$ cat src/rtl/csvf_pkg.sv
// Package for the CSV field prefix match counter.
// Holds sizes, register index codes and the structs shared by the modules.
// No dependencies.
package csvf_pkg;

  localparam int MAX_PATTERN_BYTES = 16;
  localparam int COUNT_WIDTH       = 32;
  localparam int FIFO_DEPTH        = 2;

  localparam int POS_W       = $clog2(MAX_PATTERN_BYTES + 1);
  localparam int IDX_W       = (MAX_PATTERN_BYTES > 1) ? $clog2(MAX_PATTERN_BYTES) : 1;
  localparam int FIELD_W     = 6;
  localparam int PAT_WORD_W  = 63;
  localparam int PLEN_W      = 5;
  localparam int BYTE_W      = 8;
  localparam int RESULT_W    = 32;
  localparam int CFG_INDEX_W = 3;
  localparam int CFG_DATA_W  = 63;

  localparam logic [FIELD_W-1:0] FIELD_INDEX_MAX = '1;
  localparam logic [BYTE_W-1:0]  FS_RESET        = 8'd44;
  localparam logic [BYTE_W-1:0]  RS_RESET        = 8'd10;

  typedef enum logic [CFG_INDEX_W-1:0] {
    CFG_TARGET_FIELD     = 3'd0,
    CFG_PATTERN_LOW      = 3'd1,
    CFG_PATTERN_HIGH     = 3'd2,
    CFG_PATTERN_LENGTH   = 3'd3,
    CFG_FIELD_SEPARATOR  = 3'd4,
    CFG_RECORD_SEPARATOR = 3'd5
  } cfg_index_t;

  typedef struct packed {
    logic [FIELD_W-1:0]    target_field;
    logic [PAT_WORD_W-1:0] pattern_low;
    logic [PAT_WORD_W-1:0] pattern_high;
    logic [PLEN_W-1:0]     pattern_length;
    logic [BYTE_W-1:0]     field_separator;
    logic [BYTE_W-1:0]     record_separator;
  } cfg_t;

  // One classified byte as it travels from the front to the back.
  typedef struct packed {
    logic                         is_rs;
    logic                         is_fs;
    logic [MAX_PATTERN_BYTES-1:0] eq_vec;
    logic                         last;
  } entry_t;

endpackage

$ cat src/rtl/csvf_in_if.sv
// Input channel of the CSV field prefix match counter: one text byte per transaction.
// Depends on csvf_pkg.
interface csvf_in_if
  import csvf_pkg::*;
();
  logic              valid;
  logic              ready;
  logic [BYTE_W-1:0] data_byte;
  logic              end_of_buffer;

  modport source (output valid, output data_byte, output end_of_buffer, input ready);
  modport sink   (input valid, input data_byte, input end_of_buffer, output ready);
endinterface

$ cat src/rtl/csvf_out_if.sv
// Result channel of the CSV field prefix match counter: one count per buffer.
// Depends on csvf_pkg.
interface csvf_out_if
  import csvf_pkg::*;
();
  logic                valid;
  logic                ready;
  logic [RESULT_W-1:0] match_count;
  logic                count_saturated;

  modport source (output valid, output match_count, output count_saturated, input ready);
  modport sink   (input valid, input match_count, input count_saturated, output ready);
endinterface

$ cat src/rtl/csvf_front.sv
// Front part: accepts text bytes and classifies them against separators and pattern.
// Depends on csvf_pkg and csvf_in_if.
module csvf_front
  import csvf_pkg::*;
(
  csvf_in_if.sink  in_bus,
  input  cfg_t     cfg,
  input  logic     fifo_full,
  output logic     push,
  output entry_t   entry
);

  logic [16*BYTE_W-1:0] pat_flat;

  // Top bit of each pattern word is not stored and reads as zero.
  assign pat_flat = {1'b0, cfg.pattern_high, 1'b0, cfg.pattern_low};

  assign in_bus.ready = !fifo_full;
  assign push         = in_bus.valid && !fifo_full;

  always_comb begin
    entry.is_rs = (in_bus.data_byte == cfg.record_separator);
    entry.is_fs = !entry.is_rs && (in_bus.data_byte == cfg.field_separator);
    entry.last  = in_bus.end_of_buffer;
    for (int i = 0; i < MAX_PATTERN_BYTES; i++) begin
      entry.eq_vec[i] = (pat_flat[i*BYTE_W +: BYTE_W] == in_bus.data_byte);
    end
  end

endmodule

$ cat src/rtl/csvf_fifo.sv
// Short queue of classified bytes between front and back.
// Depends on csvf_pkg.
module csvf_fifo
  import csvf_pkg::*;
(
  input  logic   clk,
  input  logic   rst_n,
  input  logic   push,
  input  entry_t din,
  input  logic   pop,
  output entry_t dout,
  output logic   full,
  output logic   empty
);

  localparam int PTR_W = (FIFO_DEPTH > 1) ? $clog2(FIFO_DEPTH) : 1;
  localparam int CNT_W = $clog2(FIFO_DEPTH + 1);
  localparam logic [PTR_W-1:0] PTR_LAST = PTR_W'(FIFO_DEPTH - 1);
  localparam logic [CNT_W-1:0] CNT_FULL = CNT_W'(FIFO_DEPTH);

  entry_t           slot_r [FIFO_DEPTH];
  logic [PTR_W-1:0] wr_ptr_r, wr_ptr_nxt;
  logic [PTR_W-1:0] rd_ptr_r, rd_ptr_nxt;
  logic [CNT_W-1:0] count_r, count_nxt;

  assign full  = (count_r == CNT_FULL);
  assign empty = (count_r == '0);
  assign dout  = slot_r[rd_ptr_r];

  always_comb begin
    wr_ptr_nxt = wr_ptr_r;
    rd_ptr_nxt = rd_ptr_r;
    count_nxt  = count_r;
    if (push) begin
      wr_ptr_nxt = (wr_ptr_r == PTR_LAST) ? '0 : wr_ptr_r + 1'b1;
    end
    if (pop) begin
      rd_ptr_nxt = (rd_ptr_r == PTR_LAST) ? '0 : rd_ptr_r + 1'b1;
    end
    if (push && !pop) begin
      count_nxt = count_r + 1'b1;
    end else if (pop && !push) begin
      count_nxt = count_r - 1'b1;
    end
  end

  always_ff @(posedge clk) begin
    if (!rst_n) begin
      wr_ptr_r <= '0;
      rd_ptr_r <= '0;
      count_r  <= '0;
    end else begin
      wr_ptr_r <= wr_ptr_nxt;
      rd_ptr_r <= rd_ptr_nxt;
      count_r  <= count_nxt;
    end
  end

  always_ff @(posedge clk) begin
    if (push) begin
      slot_r[wr_ptr_r] <= din;
    end
  end

endmodule

$ cat src/rtl/csvf_back.sv
// Back part: walks records, decides the target field prefix and keeps the count.
// Holds the result register. Depends on csvf_pkg and csvf_out_if.
module csvf_back
  import csvf_pkg::*;
(
  input  logic        clk,
  input  logic        rst_n,
  input  cfg_t        cfg,
  input  logic        head_valid,
  input  entry_t      head,
  output logic        pop,
  csvf_out_if.source  out_bus
);

  logic [FIELD_W-1:0]     field_index_r,   field_index_nxt;
  logic [POS_W-1:0]       byte_in_field_r, byte_in_field_nxt;
  logic                   prefix_alive_r,  prefix_alive_nxt;
  logic                   record_decided_r, record_decided_nxt;
  logic                   record_matched_r, record_matched_nxt;
  logic [COUNT_WIDTH-1:0] count_r,         count_nxt;
  logic                   sat_r,           sat_nxt;
  logic                   out_valid_r,     out_valid_nxt;
  logic [RESULT_W-1:0]    out_count_r;
  logic                   out_sat_r;

  logic [POS_W-1:0]       used_len;
  logic                   fire;
  logic                   full_pre, full_post, close_now, close_matched;
  logic [FIELD_W-1:0]     fi;
  logic [POS_W-1:0]       bif;
  logic                   alive, dec, mat;

  assign used_len = (cfg.pattern_length > PLEN_W'(MAX_PATTERN_BYTES))
                    ? POS_W'(MAX_PATTERN_BYTES) : POS_W'(cfg.pattern_length);

  // A result needs the output register; other bytes always advance.
  assign fire = head_valid && (!head.last || !out_valid_r || out_bus.ready);
  assign pop  = fire;

  assign out_bus.valid           = out_valid_r;
  assign out_bus.match_count     = out_count_r;
  assign out_bus.count_saturated = out_sat_r;

  always_comb begin
    fi    = field_index_r;
    bif   = byte_in_field_r;
    alive = prefix_alive_r;
    dec   = record_decided_r;
    mat   = record_matched_r;

    full_pre = !dec && (fi == cfg.target_field) && alive && (bif >= used_len);
    if (full_pre) begin
      dec = 1'b1;
      mat = 1'b1;
    end

    if (!dec) begin
      if (head.is_rs || head.is_fs) begin
        if (fi == cfg.target_field) begin
          dec = 1'b1;
        end else if (head.is_fs) begin
          if (fi != FIELD_INDEX_MAX) begin
            fi = fi + 1'b1;
          end
          bif   = '0;
          alive = 1'b1;
        end
      end else if (fi == cfg.target_field) begin
        if ((bif < used_len) && head.eq_vec[bif[IDX_W-1:0]]) begin
          bif = bif + 1'b1;
        end else begin
          alive = 1'b0;
          dec   = 1'b1;
        end
      end
    end

    full_post     = !dec && (fi == cfg.target_field) && alive && (bif >= used_len);
    close_now     = head.is_rs || head.last;
    close_matched = head.is_rs ? mat : (mat || full_post);

    count_nxt = count_r;
    sat_nxt   = sat_r;
    if (close_now && close_matched) begin
      if (count_r != '1) begin
        count_nxt = count_r + 1'b1;
      end
      if (count_nxt == '1) begin
        sat_nxt = 1'b1;
      end
    end

    if (close_now) begin
      field_index_nxt    = '0;
      byte_in_field_nxt  = '0;
      prefix_alive_nxt   = 1'b1;
      record_decided_nxt = 1'b0;
      record_matched_nxt = 1'b0;
    end else begin
      field_index_nxt    = fi;
      byte_in_field_nxt  = bif;
      prefix_alive_nxt   = alive;
      record_decided_nxt = dec;
      record_matched_nxt = mat;
    end

    out_valid_nxt = out_valid_r;
    if (fire && head.last) begin
      out_valid_nxt = 1'b1;
    end else if (out_bus.ready) begin
      out_valid_nxt = 1'b0;
    end
  end

  always_ff @(posedge clk) begin
    if (!rst_n) begin
      field_index_r    <= '0;
      byte_in_field_r  <= '0;
      prefix_alive_r   <= 1'b1;
      record_decided_r <= 1'b0;
      record_matched_r <= 1'b0;
      count_r          <= '0;
      sat_r            <= 1'b0;
      out_valid_r      <= 1'b0;
    end else begin
      out_valid_r <= out_valid_nxt;
      if (fire) begin
        field_index_r    <= field_index_nxt;
        byte_in_field_r  <= byte_in_field_nxt;
        prefix_alive_r   <= prefix_alive_nxt;
        record_decided_r <= record_decided_nxt;
        record_matched_r <= record_matched_nxt;
        if (head.last) begin
          count_r <= '0;
          sat_r   <= 1'b0;
        end else begin
          count_r <= count_nxt;
          sat_r   <= sat_nxt;
        end
      end
    end
  end

  always_ff @(posedge clk) begin
    if (fire && head.last) begin
      out_count_r <= RESULT_W'(count_nxt);
      out_sat_r   <= sat_nxt;
    end
  end

`ifndef SYNTHESIS
  a_clear_after_result: assert property (@(posedge clk) disable iff (!rst_n)
    (fire && head.last) |=> (count_r == '0 && !sat_r))
    else $error("count not cleared after result");

  a_sat_means_max: assert property (@(posedge clk) disable iff (!rst_n)
    sat_r |-> (count_r == '1))
    else $error("saturation flag without full count");

  a_pos_bounded: assert property (@(posedge clk) disable iff (!rst_n)
    byte_in_field_r <= POS_W'(MAX_PATTERN_BYTES))
    else $error("byte position past pattern size");

  a_matched_decided: assert property (@(posedge clk) disable iff (!rst_n)
    record_matched_r |-> record_decided_r)
    else $error("record matched but not decided");
`endif

endmodule

$ cat src/rtl/csv_field_prefix_match_counter_top.sv
// Top level of the CSV field prefix match counter.
// Holds the configuration registers and joins front, queue and back.
// Depends on csvf_pkg, csvf_in_if, csvf_out_if, csvf_front, csvf_fifo, csvf_back.
//
//   channel   direction  transaction / write
//   in_bus    sink       one text byte, end_of_buffer flags the last one
//   out_bus   source     match_count and count_saturated, once per buffer
//   cfg_*     write      register index and data, taken when cfg_we is high
//
// One byte per cycle sustained, except that a buffer's last byte stalls while the
// previous result still waits on out_bus. The record walk in the back updates the
// field index, byte position and flags on every byte taken from the queue; a result
// leaves through the queue and the result register after its last byte is taken.
// Reset (rst_n low, synchronous) clears all record state, the count and queue.
// A two-entry queue and the result register let input and output stall apart;
// in_bus.ready drops only while the queue is full.
module csv_field_prefix_match_counter_top
  import csvf_pkg::*;
(
  input  logic                   clk,
  input  logic                   rst_n,
  csvf_in_if.sink                in_bus,
  csvf_out_if.source             out_bus,
  input  logic                   cfg_we,
  input  logic [CFG_INDEX_W-1:0] cfg_index,
  input  logic [CFG_DATA_W-1:0]  cfg_wdata
);

  cfg_t   cfg_r;
  logic   push, pop;
  logic   fifo_full, fifo_empty;
  entry_t push_entry, head_entry;

  // Configuration registers; unknown indexes drop the write.
  always_ff @(posedge clk) begin
    if (!rst_n) begin
      cfg_r.target_field     <= '0;
      cfg_r.pattern_low      <= '0;
      cfg_r.pattern_high     <= '0;
      cfg_r.pattern_length   <= '0;
      cfg_r.field_separator  <= FS_RESET;
      cfg_r.record_separator <= RS_RESET;
    end else if (cfg_we) begin
      case (cfg_index)
        CFG_TARGET_FIELD:     cfg_r.target_field     <= cfg_wdata[FIELD_W-1:0];
        CFG_PATTERN_LOW:      cfg_r.pattern_low      <= cfg_wdata[PAT_WORD_W-1:0];
        CFG_PATTERN_HIGH:     cfg_r.pattern_high     <= cfg_wdata[PAT_WORD_W-1:0];
        CFG_PATTERN_LENGTH:   cfg_r.pattern_length   <= cfg_wdata[PLEN_W-1:0];
        CFG_FIELD_SEPARATOR:  cfg_r.field_separator  <= cfg_wdata[BYTE_W-1:0];
        CFG_RECORD_SEPARATOR: cfg_r.record_separator <= cfg_wdata[BYTE_W-1:0];
        default: ;
      endcase
    end
  end

  // Classify each byte on the way in.
  csvf_front u_front (
    .in_bus    (in_bus),
    .cfg       (cfg_r),
    .fifo_full (fifo_full),
    .push      (push),
    .entry     (push_entry)
  );

  // Decouple classification from the record walk.
  csvf_fifo u_fifo (
    .clk   (clk),
    .rst_n (rst_n),
    .push  (push),
    .din   (push_entry),
    .pop   (pop),
    .dout  (head_entry),
    .full  (fifo_full),
    .empty (fifo_empty)
  );

  // Walk records, count matches, hold the result until taken.
  csvf_back u_back (
    .clk        (clk),
    .rst_n      (rst_n),
    .cfg        (cfg_r),
    .head_valid (!fifo_empty),
    .head       (head_entry),
    .pop        (pop),
    .out_bus    (out_bus)
  );

endmodule

$ cat src/flat_wrapper.sv
// flat-port wrapper written by rule: the top's interface ports become plain ports
module csv_field_prefix_match_counter_top_flat import csvf_pkg::*;
  (clk, rst_n, cfg_we, cfg_index, cfg_wdata, in_bus_valid, in_bus_data_byte, in_bus_end_of_buffer, in_bus_ready, out_bus_valid, out_bus_match_count, out_bus_count_saturated, out_bus_ready);
  csvf_in_if in_bus_i ();
  csvf_out_if out_bus_i ();
  input  logic clk;
  input  logic rst_n;
  input  logic cfg_we;
  input  logic [CFG_INDEX_W-1:0] cfg_index;
  input  logic [CFG_DATA_W-1:0] cfg_wdata;
  input wire logic [$bits(in_bus_i.valid)-1:0] in_bus_valid;
  input wire logic [$bits(in_bus_i.data_byte)-1:0] in_bus_data_byte;
  input wire logic [$bits(in_bus_i.end_of_buffer)-1:0] in_bus_end_of_buffer;
  output wire logic [$bits(in_bus_i.ready)-1:0] in_bus_ready;
  output wire logic [$bits(out_bus_i.valid)-1:0] out_bus_valid;
  output wire logic [$bits(out_bus_i.match_count)-1:0] out_bus_match_count;
  output wire logic [$bits(out_bus_i.count_saturated)-1:0] out_bus_count_saturated;
  input wire logic [$bits(out_bus_i.ready)-1:0] out_bus_ready;
  assign in_bus_i.valid = in_bus_valid;
  assign in_bus_i.data_byte = in_bus_data_byte;
  assign in_bus_i.end_of_buffer = in_bus_end_of_buffer;
  assign in_bus_ready = in_bus_i.ready;
  assign out_bus_valid = out_bus_i.valid;
  assign out_bus_match_count = out_bus_i.match_count;
  assign out_bus_count_saturated = out_bus_i.count_saturated;
  assign out_bus_i.ready = out_bus_ready;
  csv_field_prefix_match_counter_top u_core (.clk(clk), .rst_n(rst_n), .in_bus(in_bus_i), .out_bus(out_bus_i), .cfg_we(cfg_we), .cfg_index(cfg_index), .cfg_wdata(cfg_wdata));
endmodule
$ cat config.mk
export PLATFORM = sky130hd
export DESIGN_NAME = csv_field_prefix_match_counter_top_flat
export DESIGN_NICKNAME = d
export VERILOG_FILES = /design/src/rtl/csvf_pkg.sv /design/src/rtl/csvf_in_if.sv /design/src/rtl/csvf_out_if.sv /design/src/rtl/csvf_front.sv /design/src/rtl/csvf_fifo.sv /design/src/rtl/csvf_back.sv /design/src/rtl/csv_field_prefix_match_counter_top.sv /design/src/flat_wrapper.sv
export SDC_FILE = /design/constraint.sdc
export NUM_CORES = 1
export LEC_CHECK = 0
export ABC_AREA = 1
export BUFFER_PORTS_ARGS = -buffer_cell sky130_fd_sc_hd__buf_2
export CORE_MARGIN = 8
export CORE_UTILIZATION = 50
export CTS_BUF_LIST = sky130_fd_sc_hd__clkbuf_4 sky130_fd_sc_hd__clkbuf_8
export DETAILED_ROUTE_END_ITERATION = 8
export PLACE_DENSITY = 0.77
export SLEW_MARGIN = 5
export SYNTH_ARGS = -nofsm -noshare
export SYNTH_HDL_FRONTEND = slang
export SYNTH_SLANG_ARGS = --single-unit
$ cat constraint.sdc
create_clock -name clk -period 5.5 [get_ports clk]
set_input_delay 1.375 -clock clk [delete_from_list [all_inputs] [get_ports clk]]
set_output_delay 1.375 -clock clk [all_outputs]
set_load 0.02 [all_outputs]
Yosys cells after proc, flatten, opt, wreduce, memory -nomap -nowiden
Memory sizes are Yosys's and may differ from the RTL's. A register that Yosys moved wholly into a read port is not among the register bits.
Cells that the tools add are included.
{"block": "op_classes", "addsub": 7, "n_mux": 50, "n_eq_ne": 29, "n_reduce_logical": 38, "magnitude_cmp": 5}
{"operator": "equality test 8 bit", "count": 16}
{"operator": "2-to-1 mux 32 bit", "count": 4}
{"operator": "2-to-1 mux 5 bit", "count": 8}
{"operator": "2-to-1 mux 6 bit", "count": 6}
{"operator": "adder 32 x 1 -> 32 bit (second input constant)", "count": 1}
{"operator": "equality test 32 bit (second input constant)", "count": 1}
{"operator": "inequality test 32 bit (second input constant)", "count": 1}
{"operator": "2-to-1 mux 1 bit", "count": 29}
{"operator": "equality test 7 x 8 -> 1 bit", "count": 2}
{"operator": "logical AND 1 bit", "count": 14}
{"operator": "equality test 6 bit", "count": 2}
{"operator": "AND reduction 2 bit", "count": 6}
{"operator": ">= comparator 5 bit", "count": 2}
{"operator": "zero test 1 bit", "count": 9}
{"operator": "adder 6 x 1 -> 6 bit (second input constant)", "count": 1}
{"operator": "equality test 3 x 2 -> 1 bit (second input constant)", "count": 2}
{"operator": "equality test 3 bit (second input constant)", "count": 2}
{"operator": "inequality test 6 bit (second input constant)", "count": 1}
{"operator": "adder 5 x 1 -> 5 bit (second input constant)", "count": 1}
{"operator": "> comparator 5 bit (second input constant)", "count": 1}
{"operator": "logical OR 1 bit", "count": 5}
{"operator": "< comparator 4 x 5 -> 1 bit (second input constant)", "count": 1}
{"operator": "< comparator 5 bit", "count": 1}
{"operator": "binary-select mux 1 bit (select 4 bit)", "count": 1}
{"operator": "9 further kinds", "count": 12}
{"block": "word_totals", "output_inout_bits": 35, "ff_bits": 238, "inputBits": 80, "n_memories": 1, "ram_bits": 38}
{"name": "u_core.u_fifo.slot_r", "words": 2, "word_bits": 19, "read_ports": 1, "rd_ports_with_merged_regs": 1, "wr": 1, "line_no": "csvf_fifo.sv:21", "source": "entry_t slot_r [FIFO_DEPTH];"}

Logic depth before layout (Yosys ltp)
{"block": "logic_depth", "ltp_word": 20, "depth_mapped": 30, "depth_no_buf": 29}

Modules after synthesis
Synthesis repeated with hierarchy kept, for this count alone.
{"block": "hier_totals", "cells_unflattened": 2149, "hier_area_um2": 15701.3}
{"module": "csv_field_prefix_match_counter_top", "cells_each": 907, "seq_area_each_um2": 3062.9, "area_each_um2": 6377.4, "n_inst": 1}
{"module": "csvf_back", "cells_each": 871, "seq_area_each_um2": 1951.9, "area_each_um2": 5781.8, "n_inst": 1}
{"module": "csvf_front", "cells_each": 277, "seq_area_each_um2": 0.0, "area_each_um2": 1890.6, "n_inst": 1}
{"module": "csvf_fifo", "cells_each": 94, "seq_area_each_um2": 1241.2, "area_each_um2": 1651.6, "n_inst": 1}

Worst setup path before layout
Ideal clock, no wire load.
{"block": "synth_timing", "kind": "flip-flop to flip-flop", "from": "register u_core.cfg_r[16] in the netlist's numbering", "to": "register u_core.u_back.out_count_r[10] (netlist: u_core.u_back.out_bus.match_count[10]), data pin", "setup_ns": 0.255, "t_arrival_ns": 3.691, "path_stages_with_launch": 27, "period_less_slack_ns": 3.946, "n_path_buf": 1, "required_ns": 5.245, "slack_ns": 1.554, "path_cell_list": "dfxtp_1 o41ai_1 nand2_1 ha_1 a21oi_1 o21a_1 nand2_1 a21oi_1 nand3_1 nor2_1 nand3_1 o21ai_0 inv_1 ha_1 nand4_1 o221ai_1 nor2_1 nor2_1 nand2_1 nor2_1 nand2_1 nor2_1 nand2_1 nand2_2 buf_2 nand3_1 and2_1"}
{"block": "synth_via", "elab_chain_len": 16, "elab_cells_between_ends": 31}
{"item": "start, declared", "line_no": "csv_field_prefix_match_counter_top.sv:29", "source": "cfg_t cfg_r;"}
{"item": "> comparator 5 bit", "line_no": "csvf_back.sv:33", "source": "assign used_len = (cfg.pattern_length > PLEN_W'(MAX_PATTERN_BYTES))"}
{"item": "2-to-1 mux 5 bit (*)", "line_no": "csvf_back.sv:34", "source": "? POS_W'(MAX_PATTERN_BYTES) : POS_W'(cfg.pattern_length);"}
{"item": "parallel branches: the longest is 11 deep, another holds < comparator 5 bit"}
{"item": "2-to-1 mux 1 bit (*)", "line_no": "csvf_back.sv:80", "source": "close_matched = head.is_rs ? mat : (mat || full_post);"}
{"item": "logical AND 1 bit (*)", "line_no": "csvf_back.sv:84", "source": "if (close_now && close_matched) begin"}
{"item": "2-to-1 mux 32 bit (*)", "line_no": "csvf_back.sv:84"}
{"item": "named net u_core.u_back.count_nxt[10]", "line_no": "csvf_back.sv:20", "source": "logic [COUNT_WIDTH-1:0] count_r, count_nxt;"}
{"item": "end signal, assigned", "line_no": "csvf_back.sv:146", "source": "out_count_r <= RESULT_W'(count_nxt);"}
{"item": "end, declared", "line_no": "csvf_back.sv:23", "source": "logic [RESULT_W-1:0] out_count_r;"}
Mark *: on every way through the listed nets, which the timed path passes.
A chain may end at the register's enable or synchronous reset.

Final worst setup path
{"block": "layout_timing", "from": "register u_core.cfg_r[17] in the netlist's numbering", "to": "register u_core.u_back.out_count_r[6] (netlist: u_core.u_back.out_bus.match_count[6]), data pin"}
The elaborated chain is that of the path after synthesis.

==> out/metrics.cfg <==
[clock_tree]
clk_pin_slew_ps=60
hold_buffers=0
clockRootBuffer=clkbuf_8
cts_max_level=2
post_cts_buffers=0
tritoncts=yes
cts-resized-gates=0
clockBufferDepth=3
clk_latency_ps=580
cts_sinks=277
numCtsBuffers=46

[logic_synthesis]
muxShareOfSynthArea=0
synth_fa_ha_area_frac=0.0124
synth_edf_count=71
ys_ff_latch=277
ys_types=45
yosysWarnings=0
syn-num-nets=1953
synth_compound_area_frac=0.0964
yosys_most_used_dff=dfxtp_1
synth_top_family_by_area=simple AND/OR/NAND/NOR gates
avgSynthCellArea_um2=7.57
synth_simple_gate_area_frac=0.296
synth_seq_area_share=0.445
synth_xor_area_frac=0.0884
synth_area_um2=14100
synthCells=1859
postSynth.asyncResetShare=0

[route]
route.detailed.drc=0
ant_nets=0
wirelength_um=36700
routed_via_density=5.38
firstDrtPassIters=7
vias=12680
dr.first_iter.drc_count=1000
wl_per_cell_um=15.6

[finish]
most-common-layout-cells=nor2_1 (348), nand2_1 (276), dfxtp_1 (206)
drive_gt1_frac=0.145
fin_cells=2359
final_common_cell=nor2_1
final-seq-area_um2=6260
final_nets=2037
syn_to_final_growth_pct=13.0
final_core_util=0.573
multiInputGateArea_um2=6970
antenna-diode-count=0
fill_cells=2570

[setup_path]
worst_ep_arrival_time_ps=5160
cp-end-kind=flip-flop
crit_path_max_incr_delay_ps=530
critPathLaunchType=flip-flop
critPathKind=reg -> reg
worst_path_max_delay_cell=o41ai_1
cp_max_fo=17
crit_required_ps=5790

[timing]
tightest_slew_ps=1150
period_needed_ps=4870
maxClockFrequency_ghz=0.205
drv_slew=0
rsz0062_at_grt=no
tns_ps=0
final-hold-violation-count=0
finalSetupViolCount=0
skew_ps=49.2
maxSlewHeadroom=0.233
fin_crit_sh=0.886

[die]
dieArea_um2=33800
rows=61
die_y_um=184
initial_core_util=0.507
die_w_um=184
ios=115
core_um2=27800

[global_route]
antenna_found_initial=0
grt_pass1_vias=12517
track_usage=0.216
grt_pass1_wl_um=60800
grt_max_degree=92
grt_remaining_overflow=0

[placement]
port_buffers=114
dpl.cell_count=2273
gp_congestion=0.963
dp_hpwl_um=24300

[power_and_ir_drop]
clkPwrFrac=0.296
power_leakage_nw=6.54
swShare=0.367
power_frac_seq=0.384
switching_power_w=0.00255
total_power_w=0.00695
pwr-share-comb=0.320
power.internal_w=0.00440
ir_worst_vdd_mv=0.255
power_density_nw_per_um2=437

[worst_hold_path]
hold_path.class=reg -> reg

[status]
status=completed

[flow_run]
cap_violations=0

## synth_stat cells (all sizes together), types with 2 or more instances
cell type / n / area (um2)
nand4: 42 / 263
a21oi: 80 / 400
clkinv: 2 / 7.51
xnor2: 100 / 876
o2111ai: 2 / 17.5
clkbuf: 77 / 289
edfxtp: 71 / 2130
nor3: 32 / 176
o211ai: 3 / 22.5
o21ai: 169 / 846
o21a: 2 / 15.0
o41ai: 2 / 17.5
nor2: 353 / 1340
and2: 32 / 200
nand3: 132 / 683
or2: 21 / 131
buf: 13 / 90.1
dfxtp: 206 / 4120
inv: 131 / 492
nand2: 312 / 1270
nor4: 13 / 81.3
xor2: 42 / 368
ha: 14 / 175
## per-stage QoR
| step | setup slack (ps) | cell area, um2 | hold slack (ps) |
|---|---|---|---|
| finish | 628 | 15900 | 457 |
| global route | 148 | 15900 | 498 |
| CTS | 700 | 15900 | 454 |
| detailed placement | 694 | 14900 | 440 |
| global placement | 854 | 14900 | 436 |
| floorplan | 1550 | 14100 | 426 |
## state kept, by name (all words and copies together), names as in the netlist, 2 cells and up, named ones only
name,count
u_core.cfg_r,153
u_core.u_back.field_index_r,6
u_core.u_fifo.slot_r,38
u_core.u_back.out_bus.match_count,32
u_core.u_back.byte_in_field_r,5
u_core.u_back.count_r,32
u_core.u_fifo.count_r,2
## power groups by stage
| stage | Combinational [W] | Sequential (W) | Clock (W) |
|---|---|---|---|
| after floorplan | 0.00151 | 0.00283 | 0 |
| after global placement | 0.00214 | 0.00270 | 0 |
| after detailed placement | 0.00221 | 0.00271 | 0 |
| after CTS | 0.00222 | 0.00267 | 0.00209 |
| after global routing | 0.00249 | 0.00270 | 0.00218 |
| final | 0.00222 | 0.00267 | 0.00206 |
## kinds of logic (layout without fill, tap and decap cells)
| kind of cell | count (synthesis) | after routing |
|---|---|---|
| xor gates and xnor gates | 142 | 142 |
| buffers and inverters | 223 | 345 |
| and+or+nand+nor | 940 | 940 |
| DFF | 277 | 277 |
| AOI/OAI and AO/OA | 263 | 263 |
| adders and majority gates | 14 | 14 |
## final timing paths
check | start | endpoint | slack [ps] | depth (start not counted)
setup reg to reg | u_core.cfg_r[17] | u_core.u_back.out_bus.match_count[6] | 630 | 26
hold / removal | u_core.u_fifo.rd_ptr_r | flip-flop | 460 | 1
setup / recovery | u_core.cfg_r[17] | u_core.u_back.out_bus.match_count[6] | 630 | 26
hold reg to reg | u_core.u_fifo.rd_ptr_r | flip-flop | 460 | 1
## routing by layer
layer | vias to the layer above | routed length (um) | global-route usage
met3 | 85 | 2580 | 0.0417
met5 | - | 0 | 0
li1 | 6246 | - | -
met1 | 5931 | 15700 | 0.266
met4 | 0 | 1010 | 0.0791
met2 | 418 | 17400 | 0.371
## layout make-up
class | instances | area share
Multi-Input combinational cell | 1359 | 0.438
Sequential cell | 277 | 0.393
Inverter | 133 | 0.0314
Tap cell | 378 | 0.0297
Clock inverter | 20 | 0.0156
Clock buffer | 66 | 0.0504
Timing Repair Buffer | 126 | 0.0417
## worst max-delay path, delay by kind of cell (launching register included)
family	cells	cell delay (ps)
simple gates	17	2050
compound gates	6	1240
fa+ha+maj	2	690
flops	1	330
buf+inv	1	310
Power figures use the tool's default switching activity.
